--- config.mk ---
export PLATFORM = sky130hd
export DESIGN_NAME = dsac_ctrl
export DESIGN_NICKNAME = d
export VERILOG_FILES = /design/src/rtl/dsac_pkg.sv /design/src/rtl/dsac_ctrl.sv
export SDC_FILE = /design/constraint.sdc
export NUM_CORES = 1
export LEC_CHECK = 0
export BUFFER_PORTS_ARGS = -buffer_cell sky130_fd_sc_hd__clkbuf_2
export CELL_PAD_IN_SITES_DETAIL_PLACEMENT = 2
export CELL_PAD_IN_SITES_GLOBAL_PLACEMENT = 2
export CORE_MARGIN = 1.5
export CORE_UTILIZATION = 24
export CTS_CLUSTER_SIZE = 10
export DETAILED_ROUTE_END_ITERATION = 16
export PLACE_DENSITY_LB_ADDON = 0.08
export SETUP_SLACK_MARGIN = 0.4
export SKIP_LAST_GASP = 1
export SLEW_MARGIN = 20
export SYNTH_ARGS = -nofsm -noshare
export SYNTH_HDL_FRONTEND = slang
export SYNTH_SLANG_ARGS = --single-unit
--- constraint.sdc ---
create_clock -name clk -period 1.7 [get_ports clk]
set_input_delay 0.34 -clock clk [delete_from_list [all_inputs] [get_ports clk]]
set_output_delay 0.34 -clock clk [all_outputs]
set_load 0.05 [all_outputs]
--- src/rtl/dsac_pkg.sv ---
`timescale 1ns / 1ps
// Package for the decimal scale-align compare block.
// Holds widths, divide-by-ten constants and the controller/datapath command types.
package dsac_pkg;

  localparam int MANT_W     = 96;
  localparam int LIMB_W     = 32;
  localparam int LIMBS      = MANT_W / LIMB_W;
  localparam int LIMB_IDX_W = 2;
  localparam int SCALE_W    = 5;
  localparam int REM_W      = 4;
  localparam int CUR_W      = REM_W + LIMB_W;
  localparam int MAGIC_W    = 36;
  localparam int DIV_SHIFT  = 39;

  // ceil(2^39 / 10): exact quotient for any numerator below 10 * 2^32
  localparam logic [MAGIC_W-1:0] DIV_MAGIC = 36'hCCCCCCCCD;
  localparam logic [LIMB_IDX_W-1:0] LIMB_TOP = LIMB_IDX_W'(LIMBS - 1);

  typedef struct packed {
    logic                  load;
    logic                  mul;
    logic                  div;
    logic                  div_first;
    logic                  div_last;
    logic [LIMB_IDX_W-1:0] limb;
    logic                  capture;
  } dsac_cmd_t;

  typedef struct packed {
    logic lt;
    logic mul_ovf;
  } dsac_sts_t;

endpackage

--- src/rtl/dsac_ctrl.sv ---
`timescale 1ns / 1ps
// Controller: sequences load, x10 steps, limb-wise /10 steps and result capture.
// Depends on dsac_pkg; drives dsac_datapath.
module dsac_ctrl
  import dsac_pkg::*;
(
  input  logic      clk,
  input  logic      rst_n,
  input  logic      in_valid,
  output logic      in_stall,
  output logic      out_valid,
  input  logic      out_stall,
  input  dsac_sts_t sts,
  output dsac_cmd_t cmd
);

  localparam logic [1:0] S_IDLE = 2'd0;
  localparam logic [1:0] S_MUL  = 2'd1;
  localparam logic [1:0] S_DIV  = 2'd2;
  localparam logic [1:0] S_CMP  = 2'd3;

  logic [1:0]            state_r, state_nxt;
  logic [LIMB_IDX_W-1:0] limb_r, limb_nxt;
  logic                  out_valid_r, out_valid_nxt;
  logic                  out_free;

  assign out_free = !out_valid_r || !out_stall;
  assign in_stall = state_r != S_IDLE;

  always_comb begin
    state_nxt     = state_r;
    limb_nxt      = limb_r;
    out_valid_nxt = out_valid_r && out_stall;
    cmd           = '0;
    cmd.limb      = limb_r;
    unique case (state_r)
      S_IDLE: begin
        if (in_valid) begin
          cmd.load  = 1'b1;
          state_nxt = S_MUL;
        end
      end
      S_MUL: begin
        limb_nxt = LIMB_TOP;
        if (!sts.lt) begin
          state_nxt = S_CMP;
        end else if (sts.mul_ovf) begin
          state_nxt = S_DIV;
        end else begin
          cmd.mul = 1'b1;
        end
      end
      S_DIV: begin
        if (limb_r == LIMB_TOP && !sts.lt) begin
          state_nxt = S_CMP;
        end else begin
          cmd.div       = 1'b1;
          cmd.div_first = limb_r == LIMB_TOP;
          cmd.div_last  = limb_r == '0;
          limb_nxt      = (limb_r == '0) ? LIMB_TOP : limb_r - 1'b1;
        end
      end
      S_CMP: begin
        if (out_free) begin
          cmd.capture   = 1'b1;
          out_valid_nxt = 1'b1;
          state_nxt     = S_IDLE;
        end
      end
      default: state_nxt = S_IDLE;
    endcase
  end

  always_ff @(posedge clk) begin
    if (!rst_n) begin
      state_r     <= S_IDLE;
      limb_r      <= LIMB_TOP;
      out_valid_r <= 1'b0;
    end else begin
      state_r     <= state_nxt;
      limb_r      <= limb_nxt;
      out_valid_r <= out_valid_nxt;
    end
  end

  assign out_valid = out_valid_r;

  a_capture_sets_valid: assert property (@(posedge clk) disable iff (!rst_n)
    state_r == S_CMP && out_free |=> out_valid_r && state_r == S_IDLE)
    else $error("result capture did not raise out_valid");

  a_limb_range: assert property (@(posedge clk) disable iff (!rst_n)
    limb_r <= LIMB_TOP)
    else $error("limb index out of range");

  a_div_starts_at_top: assert property (@(posedge clk) disable iff (!rst_n)
    state_r == S_MUL && sts.lt && sts.mul_ovf |=> state_r == S_DIV && limb_r == LIMB_TOP)
    else $error("divide phase entered mid-word");

  a_no_capture_while_full: assert property (@(posedge clk) disable iff (!rst_n)
    out_valid_r && out_stall |-> !cmd.capture)
    else $error("result overwritten while stalled");

endmodule

After elaboration in Yosys (flattened, before gate mapping). Index checks and enable logic that the tools add are counted. Widths: inputs -> output; s select.

$add $sub $neg: 1. Reduce and logical (&&, ||, !) cells: 12. Equal/unequal tests: 9. Multiplexer cells: 20.

Operators with widths (count): $mux 2 (7); $mux 1 (9); $ne 2x2->1 const B (4); $pmux 2 s4 (1); $eq 2x2->1 const B (3); $mux 3 (2); $logic_not 2->1 (2); $pmux 2 s2 (1); $reduce_and 4->1 (1); $reduce_bool 2->1 (2); $logic_not 1->1 (3); $ne 3x3->1 const B (1); $eq 2x1->1 const B (1); $logic_and 1x1->1 (2); $reduce_and 2->1 (1); $sub 2x1->2 const B (1); $logic_or 1x1->1 (1).

Input bits: 6. Bits in registers: 5. Logic and storage cells: 45.

Longest topological paths before layout. Gate-level depths: netlist of the first run.

Depth in word-level cells: 4. Depth in mapped cells: 6. Gate-level depth less buffers: 6.

Worst setup path before layout of the first run. Ideal clock, no wire load.

Path type: register to output. Start point: reg state_r[0]. End point: out cmd[0] (netlist name). Required time: 1.360 ns. Arrival: 1.729 ns. Cell stages (with the launch flop): 3. Slack: -0.369 ns. Cells stage by stage: dfxtp_1 -> ha_1 -> a21boi_0.

RTL lines: start: declaration (line dsac_ctrl.sv:22) `logic [1:0] state_r, state_nxt;`; start signal: assignment (line dsac_ctrl.sv:80) `state_r <= state_nxt;`; end: declaration (line dsac_ctrl.sv:14) `output dsac_cmd_t cmd`.

==> results of run 1 <==
[cell families (layout without fill, tap and decap cells)]
logic type	Yosys count	count (layout)	synth area share
simple gates	15	15	0.225
buf+inv	7	43	0.0675
compound gates	9	9	0.174
fa+ha+maj	7	7	0.225
mux	2	2	0.0514
flops	5	5	0.257
[sequential cells by signal (all words and copies together), names as in the netlist]
name	count
limb_r	2
state_r	2
out_valid	1
[power groups by stage]
stage	clock network, mW	logic (mW)	registers, mW
floorplan	0	0.493	0.243
global placement	0	0.656	0.208
detailed placement	0	0.660	0.211
CTS	0.141	1.09	0.238
global route	0.146	1.40	0.257
finish	0.137	1.34	0.253
[layout make-up]
cell class / count / area [µm²]
Timing Repair Buffer: 32 / 354
Clock buffer: 4 / 26.3
Multi-Input combinational cell: 33 / 387
Fill cell: 128 / 559
Sequential cell: 5 / 115
Inverter: 7 / 45.0
Tap cell: 16 / 20.0
[critical path: stages (launching register included)]
cell and delay (ns):
sky130_fd_sc_hd__dfxtp_4 0.39, sky130_fd_sc_hd__inv_6 0.05, sky130_fd_sc_hd__ha_4 0.15, sky130_fd_sc_hd__nor2b_4 0.13, sky130_fd_sc_hd__and2_4 0.15, sky130_fd_sc_hd__clkbuf_16 0.16
[worst max-delay path by stage]
stage	endpoint	slack, ns
after floorplan	state_r[0]	0.36
after global placement	cmd[4]	0.14
after detailed placement	cmd[4]	0.15
after CTS	cmd[6]	0.1
after global routing	cmd[6]	0.06
final	cmd[6]	0.08
[what timing repair did]
action,in CTS,in global routing
resized for setup,35,15
setup buffers,11,6
endpoints found under the setup margin,11,12
hold buffers,0,0
pin swaps,7,4
[stage by stage]
stage,cells,util,worst slack (ns)
3_3_place_gp,76,0.365,0.143
2_1_floorplan,45,-,0.357
4_1_cts,91,0.570,0.0968
3_5_place_dp,76,0.365,0.152
6_report,97,0.629,0.0832
5_1_grt,97,0.629,0.0585
[routing by layer]
| metal | wire, µm | global-route usage | part of all wire |
|---|---|---|---|
| met4 | 10 | 0.0364 | 0.0053 |
| met2 | 969 | 0.340 | 0.51 |
| met5 | 0 | 0 | 0 |
| met1 | 863 | 0.214 | 0.45 |
| met3 | 58 | 0.0383 | 0.031 |
[placed cells by master (no fill, tap or decap)]
cell type,netlist,layout
sky130_fd_sc_hd__o2111ai_4,0,1
sky130_fd_sc_hd__buf_4,0,14
sky130_fd_sc_hd__buf_12,0,2
sky130_fd_sc_hd__clkbuf_16,0,4
sky130_fd_sc_hd__mux2i_1,2,2
sky130_fd_sc_hd__nand2_2,0,1
sky130_fd_sc_hd__or2b_1,1,1
sky130_fd_sc_hd__dfxtp_4,0,4
sky130_fd_sc_hd__inv_6,0,2
sky130_fd_sc_hd__a21oi_1,1,1
sky130_fd_sc_hd__a21boi_4,0,1
sky130_fd_sc_hd__a31oi_2,0,1
sky130_fd_sc_hd__clkinvlp_4,0,1
sky130_fd_sc_hd__o21ai_1,0,1
sky130_fd_sc_hd__buf_6,0,3
sky130_fd_sc_hd__inv_4,0,2
sky130_fd_sc_hd__nor2b_4,1,1
sky130_fd_sc_hd__ha_4,0,5
sky130_fd_sc_hd__inv_1,7,1
sky130_fd_sc_hd__dfxtp_1,5,1
sky130_fd_sc_hd__o22ai_1,1,1
sky130_fd_sc_hd__and2_4,0,3
sky130_fd_sc_hd__o2111ai_1,1,1
sky130_fd_sc_hd__ha_1,7,2
sky130_fd_sc_hd__inv_2,0,1
sky130_fd_sc_hd__o21ai_4,0,2
sky130_fd_sc_hd__and3_4,0,1
sky130_fd_sc_hd__nor2b_1,2,2
sky130_fd_sc_hd__nand2_1,6,5
sky130_fd_sc_hd__clkbuf_1,0,1
sky130_fd_sc_hd__clkbuf_4,0,3
sky130_fd_sc_hd__clkbuf_2,0,6
sky130_fd_sc_hd__nand3_1,1,1
sky130_fd_sc_hd__buf_8,0,3
==> impl_metrics.py, run 1 <==
metrics = {
    "worst_hold_path": {
        "min_path_cells": 2,
        "worst_hold_startpoint": "rst_n",
        "min_to": "limb_r[1]",
        "hold_path_class": "input pin to flop",
    },
    "timing": {
        "tightest_slew_ns": 0.282,
        "final.period_utilization": 0.951,
        "highest_clock_rate_mhz": 619,
        "finalHoldWorstSlack_ns": 0.374,
        "final-max-slew-violation-count": 0,
        "hold_viol_final": 0,
        "setup_total_negative_slack_ns": 0,
        "post-route-min-period_ns": 1.62,
        "grt_setup_unrepaired": "yes",
        "report.final.setup_viol": 0,
        "maxSlewHeadroom": 0.813,
        "worst_clock_skew_ns": 0.00181,
    },
    "clock_tree": {
        "clock-sinks": 5,
        "cts_tree": "yes",
        "clk_root_buffer_cell": "sky130_fd_sc_hd__clkbuf_4",
        "insertion_delay_ns": 0.24,
        "cts.reportedPaths.clkPinSlew_ns": 0.04,
        "clockBufferDepth": 2,
        "cts_made_buffers": 3,
        "cts_htree_levels": 1,
    },
    "yosys": {
        "synth.net_count": 58,
        "yosysWarnings": 0,
        "synthCells": 45,
        "yosys.area.top_type": "sky130_fd_sc_hd__dfxtp_1",
        "netlist-cell-type-count": 20,
        "netlist_area_um2": 389,
        "top_area_cells_in_the_synthesized_netlist": "sky130_fd_sc_hd__dfxtp_1, sky130_fd_sc_hd__ha_1, sky130_fd_sc_hd__inv_1",
        "synth_common_cells": "sky130_fd_sc_hd__ha_1, sky130_fd_sc_hd__inv_1, sky130_fd_sc_hd__nand2_1, sky130_fd_sc_hd__dfxtp_1",
        "ys_async_sr_fraction": 0,
        "synth-seq-cells": 5,
        "synth_top_area_share": 0.257,
        "synthesis.area_per_instance_um2": 8.65,
        "seq_area_frac_synth": 0.257,
        "number_of_flops_mapped_to_enable_cells_by_yosys": 0,
        "ys.flop_type": "sky130_fd_sc_hd__dfxtp_1",
    },
    "critical_path": {
        "worstPathRequired_ns": 1.36,
        "r2r-start": "state_r[1]",
        "cp-end-kind": "output port",
        "critical_path.startpoint_type": "flop",
        "r2r_end": "limb_r[0]",
        "critical_path_arrival_ns": 1.28,
        "worstRegToRegCells": 7,
        "worst-setup-path-type": "flop to output port",
        "worst_setup_path_startpoint": "state_r[1]",
        "critical_path_peak_fanout": 4,
        "setup.reg_to_reg.worst_slack_ns": 0.16,
    },
    "floorplan": {
        "design.core.area_mm2": 0.00151,
        "initial_core_util": 0.258,
        "die_h_um": 43.3,
        "floorplan_die_area_mm2": 0.00187,
        "fp.dieW_um": 43.3,
        "num_rows": 14,
        "top_level_ports": 16,
    },
    "route": {
        "drtAntennaViolNets": 0,
        "first_iter_violations": 1,
        "wl_per_cell_um": 19.6,
        "wl_um": 1900,
        "tritonroute_pass_1_iters": 4,
        "routed-via-count": 459,
        "viasPerCell": 4.73,
        "post-route-drc-count": 0,
    },
    "placed_design": {
        "numPortBuffers": 15,
        "place.detailed.hpwl_um": 788,
        "placed_area_um2": 551,
        "finalWeightedCongestion": 0.702,
    },
    "cells_and_area": {
        "finish.net_count": 95,
        "num_antenna_cells": 0,
        "drive_gt1_frac": 0.753,
        "post_layout_instance_area_um2": 947,
        "synthToLayoutAreaGrowth_pct": 143,
    },
    "power_and_ir_drop": {
        "pwr-share-seq": 0.146,
        "switching_share": 0.442,
        "vdd_drop_max_mv": 0.903,
        "pleak_nw": 0.410,
        "pwr_density_cell_mw_per_mm2": 1830,
        "report.power.total_mw": 1.73,
        "power.internal_uw": 965,
        "power.share.clock": 0.079,
        "power.switching_uw": 765,
        "comb_power_share": 0.775,
    },
    "global_route": {
        "maximum_number_of_pins_on_one_net_before_global_route_repair": 8,
        "global_route_wire_length_before_repair_um": 2460,
        "grt_pass1_vias": 501,
        "groute.usage.overall": 0.184,
        "grt_antenna_before_repair": 0,
        "global_route.overflow_total": 0,
    },
    "outcome": {
        "status": "finished clean",
    },
    "run": {
        "cap_viol_max_count": 0,
    },
}
Note: power is estimated with default switching activity, not from simulation.
==> run 2, diff against run 1 <==
Settings changed: CTS_BUF_LIST from default to sky130_fd_sc_hd__clkbuf_16.
==> impl_metrics.py, run 2 (same netlist as run 1, synthesis figures left out) <==
metrics = {
    "outcome": {
        "status": "finished clean",
    },
    "floorplan": {
        "die_h_um": 43.3,
        "floorplan_die_area_mm2": 0.00187,
        "design.core.area_mm2": 0.00151,
        "num_rows": 14,
        "fp.dieW_um": 43.3,
        "top_level_ports": 16,
        "initial_core_util": 0.258,
    },
    "clock_tree": {
        "cts_tree": "yes",
        "cts_htree_levels": 1,
        "clock-sinks": 5,
        "cts.reportedPaths.clkPinSlew_ns": 0.04,
        "clk_root_buffer_cell": "sky130_fd_sc_hd__clkbuf_16",
        "insertion_delay_ns": 0.23,
        "cts_made_buffers": 3,
        "clockBufferDepth": 2,
    },
    "placed_design": {
        "place.detailed.hpwl_um": 788,
        "finalWeightedCongestion": 0.702,
        "placedCellCount": 76,
        "numPortBuffers": 15,
    },
    "route": {
        "routed-via-count": 469,
        "route.met2.wl_um": 1130,
        "tritonroute_pass_1_iters": 2,
        "drtAntennaViolNets": 0,
        "post-route-drc-count": 0,
        "wl_per_cell_um": 22.0,
        "highest-signal-layer": "met4",
        "viasPerCell": 4.89,
        "first_iter_violations": 2,
        "m1WireLength_um": 839,
        "wl_met3_um": 99,
        "wl_um": 2110,
    },
    "cells_and_area": {
        "drive_gt1_frac": 0.738,
        "fin_cells": 96,
        "most_common_library_cell_in_the_layout_ignoring_fill_and_taps": "sky130_fd_sc_hd__buf_4",
        "layout_filler_cell_count": 128,
        "synthToLayoutAreaGrowth_pct": 152,
        "finish.net_count": 94,
        "most-common-layout-cells": "sky130_fd_sc_hd__buf_4, sky130_fd_sc_hd__clkbuf_16, sky130_fd_sc_hd__clkbuf_2, sky130_fd_sc_hd__nand2_1, sky130_fd_sc_hd__ha_4",
        "num_antenna_cells": 0,
    },
    "critical_path": {
        "setup.reg_to_reg.worst_slack_ns": 0.06,
        "r2r_end": "limb_r[0]",
        "r2r-start": "state_r[1]",
        "critical_path_arrival_ns": 1.75,
        "worstPathRequired_ns": 1.81,
        "worstRegToRegCells": 7,
        "critical_path.startpoint_type": "flop",
        "worst-setup-path-type": "flop to flop",
        "critical_path_peak_fanout": 4,
        "cp-end-kind": "flop",
    },
    "global_route": {
        "global_route_wire_length_before_repair_um": 2710,
        "groute.usage.overall": 0.201,
        "maximum_number_of_pins_on_one_net_before_global_route_repair": 8,
        "grt_pass1_vias": 538,
        "global_route.overflow_total": 0,
        "grt_antenna_before_repair": 0,
    },
    "power_and_ir_drop": {
        "pwr_density_cell_mw_per_mm2": 2010,
        "pleak_nw": 0.431,
        "vdd_drop_max_mv": 1.21,
    },
    "run": {
        "cap_viol_max_count": 0,
    },
    "timing": {
        "post-route-min-period_ns": 1.64,
        "highest_clock_rate_mhz": 610,
        "final-max-slew-violation-count": 0,
        "hold_viol_final": 0,
        "grt_setup_unrepaired": "yes",
        "maxSlewHeadroom": 0.802,
        "setup_total_negative_slack_ns": 0,
        "report.final.setup_viol": 0,
        "tightest_slew_ns": 0.296,
        "worst_clock_skew_ns": 0.000170,
        "final.period_utilization": 0.964,
    },
    "worst_hold_path": {
        "min_to": "limb_r[1]",
        "hold_path_class": "input pin to flop",
        "min_path_cells": 2,
        "worst_hold_startpoint": "rst_n",
    },
}
run 2: cell types whose count changed in the layout (fill, tap and decap cells not counted), sizes merged:
| cell | delta |
|---|---|
| buf | -2 |
| inv | +1 |
run 2: repair_timing:
item,4_1_cts,5_1_grt
hold buffers,0,0
setup endpoints to repair,11,11
setup buffers,11,5
pin swaps,7,5
resized for setup,35,10
run 2: area by class of cell:
| cell class | count | area [µm²] | share of cell area |
|---|---|---|---|
| Tap cell | 16 | 20.0 | 0.0204 |
| Clock inverter | 1 | 3.75 | 0.00383 |
| Timing Repair Buffer | 31 | 344 | 0.351 |
| Inverter | 7 | 42.5 | 0.0434 |
| Multi-Input combinational cell | 33 | 380 | 0.388 |
| Sequential cell | 5 | 115 | 0.117 |
| Clock buffer | 3 | 75.1 | 0.0765 |
run 2: metrics by stage:
stage	setup slack [ns]	power (mW)	cell area, µm²	utilization	hold slack [ns]
floorplan	0.357	0.737	455	-	0.420
global placement	0.143	0.864	551	0.365	0.505
detailed placement	0.152	0.871	551	0.365	0.503
CTS	0.111	1.72	911	0.605	0.391
global route	0.0127	2.06	981	0.651	0.396
finish	0.0610	1.98	981	0.651	0.365
run 2: routing by layer:
metal / global-route usage / up-vias
met5: 0 / -
met4: 0.0727 / 0
met3: 0.0426 / 5
met2: 0.349 / 18
met1: 0.238 / 225
li1: - / 221
run 2: report_power, final:
part | switching (mW) | leakage [nW] | total [mW] | internal [mW]
clock | 0.0923 | 0.0423 | 0.398 | 0.306
sequential | 0.0781 | 0.0428 | 0.249 | 0.171
combinational | 0.637 | 0.346 | 1.33 | 0.692
total | 0.807 | 0.431 | 1.98 | 1.17
run 2: worst max path at each step:
stage                           from    endpoint  slack (ns)
final                     state_r[1]   limb_r[0]        0.06
after global routing      state_r[1]   limb_r[0]        0.01
after CTS                 state_r[1]      cmd[6]        0.11
after detailed placement  state_r[0]      cmd[4]        0.15
after global placement    state_r[0]      cmd[4]        0.14
after floorplan           state_r[1]  state_r[0]        0.36
run 2: critical path: stages, from the launching register on:
cell and delay [ns]:
sky130_fd_sc_hd__dfxtp_4 0.37, sky130_fd_sc_hd__buf_12 0.13, sky130_fd_sc_hd__ha_4 0.17, sky130_fd_sc_hd__buf_6 0.11
sky130_fd_sc_hd__buf_6 0.11, sky130_fd_sc_hd__or2b_1 0.26, sky130_fd_sc_hd__a31oi_1 0.26, sky130_fd_sc_hd__nor2b_1 0.09
==> run 3, diff against run 2 <==
--- a/config.mk
+++ b/config.mk
@@ -15,4 +15,5 @@
 export DETAILED_ROUTE_END_ITERATION = 16
 export PLACE_DENSITY_LB_ADDON = 0.08
+export RECOVER_POWER = 100
 export SETUP_SLACK_MARGIN = 0.4
 export SKIP_LAST_GASP = 1
==> constraint.sdc (replaced) <==
create_clock -name clk -period 1.7 [get_ports clk]
set_input_delay 0.34 -clock clk [delete_from_list [all_inputs] [get_ports clk]]
set_output_delay 0.34 -clock clk [all_outputs]
set_load 0.01 [all_outputs]
==> impl_metrics.py, run 3 (same netlist as run 1, synthesis figures left out) <==
metrics = {
    "clock_tree": {
        "cts_tree": "yes",
        "post_cts_hold_buffer_count": 0,
        "clock-sinks": 5,
        "insertion_delay_ns": 0.23,
        "cts_made_buffers": 3,
        "clockBufferDepth": 2,
        "cts.reportedPaths.clkPinSlew_ns": 0.03,
        "cts_htree_levels": 1,
        "clk_root_buffer_cell": "sky130_fd_sc_hd__clkbuf_16",
    },
    "floorplan": {
        "die_h_um": 43.3,
        "fp.dieW_um": 43.3,
        "floorplan_die_area_mm2": 0.00187,
        "num_rows": 14,
        "design.core.area_mm2": 0.00151,
        "top_level_ports": 16,
        "initial_core_util": 0.258,
    },
    "critical_path": {
        "setup.reg_to_reg.worst_slack_ns": 0.31,
        "critical_path_arrival_ns": 1.21,
        "critical_path_peak_fanout": 4,
        "critical_path.startpoint_type": "flop",
        "worst-setup-path-type": "flop to output port",
        "worstPathRequired_ns": 1.36,
        "cp-end-kind": "output port",
    },
    "timing": {
        "tightest_slew_ns": 0.341,
        "final.period_utilization": 0.912,
        "setup_total_negative_slack_ns": 0,
        "report.final.setup_viol": 0,
        "post-route-min-period_ns": 1.55,
        "hold_viol_final": 0,
        "highest_clock_rate_mhz": 645,
        "final-max-slew-violation-count": 0,
        "grt_setup_unrepaired": "yes",
        "maxSlewHeadroom": 0.772,
        "setup_slack_ns": 0.149,
        "worst_clock_skew_ns": 0.000324,
    },
    "route": {
        "wl_per_cell_um": 14.3,
        "highest-signal-layer": "met3",
        "m1WireLength_um": 540,
        "drtAntennaViolNets": 0,
        "first_iter_violations": 0,
        "wl_met3_um": 57,
        "routed-via-count": 422,
        "wl_um": 1300,
        "tritonroute_pass_1_iters": 1,
        "viasPerCell": 4.64,
        "post-route-drc-count": 0,
        "route.met2.wl_um": 701,
    },
    "placed_design": {
        "dp_worst_setup_slack_ns": 0.185,
        "placedCellCount": 76,
        "numPortBuffers": 15,
        "placed_area_um2": 484,
        "finalWeightedCongestion": 0.640,
        "place.detailed.hpwl_um": 787,
    },
    "global_route": {
        "maximum_number_of_pins_on_one_net_before_global_route_repair": 8,
        "global_route.overflow_total": 0,
        "groute.usage.overall": 0.161,
        "grt_pass1_vias": 469,
        "global_route_wire_length_before_repair_um": 2180,
        "grt_antenna_before_repair": 0,
    },
    "power_and_ir_drop": {
        "pwr_density_cell_mw_per_mm2": 1730,
        "report.power.total_mw": 1.25,
        "vdd_drop_max_mv": 0.992,
        "pleak_nw": 0.338,
    },
    "cells_and_area": {
        "drive_gt1_frac": 0.520,
        "synthToLayoutAreaGrowth_pct": 85.2,
        "most-common-layout-cells": "sky130_fd_sc_hd__buf_4, sky130_fd_sc_hd__clkbuf_1, sky130_fd_sc_hd__nand2_1, sky130_fd_sc_hd__clkbuf_2",
        "fin_cells": 91,
        "most_common_library_cell_in_the_layout_ignoring_fill_and_taps": "sky130_fd_sc_hd__buf_4",
        "finish.net_count": 89,
        "post_layout_instance_area_um2": 721,
        "num_antenna_cells": 0,
    },
    "run": {
        "cap_viol_max_count": 0,
    },
    "worst_hold_path": {
        "hold_path_class": "input pin to flop",
    },
    "outcome": {
        "status": "finished clean",
    },
}
-- run 3: cell types whose count changed in the layout (fill, tap and decap cells not counted), moves of 2 or more --
cell                        change
sky130_fd_sc_hd__inv_1          +2
sky130_fd_sc_hd__o21ai_4        -2
sky130_fd_sc_hd__buf_8          -3
sky130_fd_sc_hd__clkbuf_16      -4
sky130_fd_sc_hd__buf_4          -2
sky130_fd_sc_hd__ha_4           -2
sky130_fd_sc_hd__buf_12         -2
sky130_fd_sc_hd__clkbuf_1       +8
sky130_fd_sc_hd__o21ai_2        +2
-- run 3: area by class of cell --
class                   instances  area [µm²]
clock inverters                 1        3.75
inverters                       7        31.3
multi-input cells              33         310
repair buffers                 26         168
well taps                      16        20.0
fillers                       172         786
flip-flops and latches          5         113
clock buffers                   3        75.1
-- run 3: critical path: stages, from the launching register on --
cell                       delay (ns)
sky130_fd_sc_hd__dfxtp_4         0.36
sky130_fd_sc_hd__clkbuf_1        0.14
sky130_fd_sc_hd__ha_4            0.17
sky130_fd_sc_hd__and3_1          0.19
sky130_fd_sc_hd__buf_6           0.11
-- run 3: power by group --
| group | switching (mW) | internal, mW |
|---|---|---|
| clock | 0.0821 | 0.305 |
| combinational | 0.291 | 0.341 |
| sequential | 0.0572 | 0.170 |
| total | 0.431 | 0.816 |
-- run 3: metal layers --
metal | global-route usage | vias up
li1 | - | 210
met1 | 0.174 | 204
met2 | 0.290 | 8
met3 | 0.0766 | 0
met4 | 0.0182 | 0
met5 | 0 | -
-- run 3: through the flow --
step | utilization | hold slack (ns)
after floorplan | - | 0.421
after global placement | 0.321 | 0.496
after detailed placement | 0.321 | 0.508
after CTS | 0.458 | 0.388
after global routing | 0.478 | 0.404
final | 0.478 | 0.382
-- run 3: path summary, 6_finish.rpt --
path / startpoint / to / cells past startpoint
setup / recovery: state_r[1] / cmd[4] / 4
hold / removal: rst_n / limb_r[1] / 2
setup reg to reg: state_r[1] / state_r[0] / 7
hold reg to reg: state_r[1] / state_r[1] / 2
-- run 3: what timing repair did --
item	CTS	global route
gates resized for setup	23	14
gates cloned	0	0
setup buffers	8	3
setup endpoints to repair	10	11
pin swaps	6	3
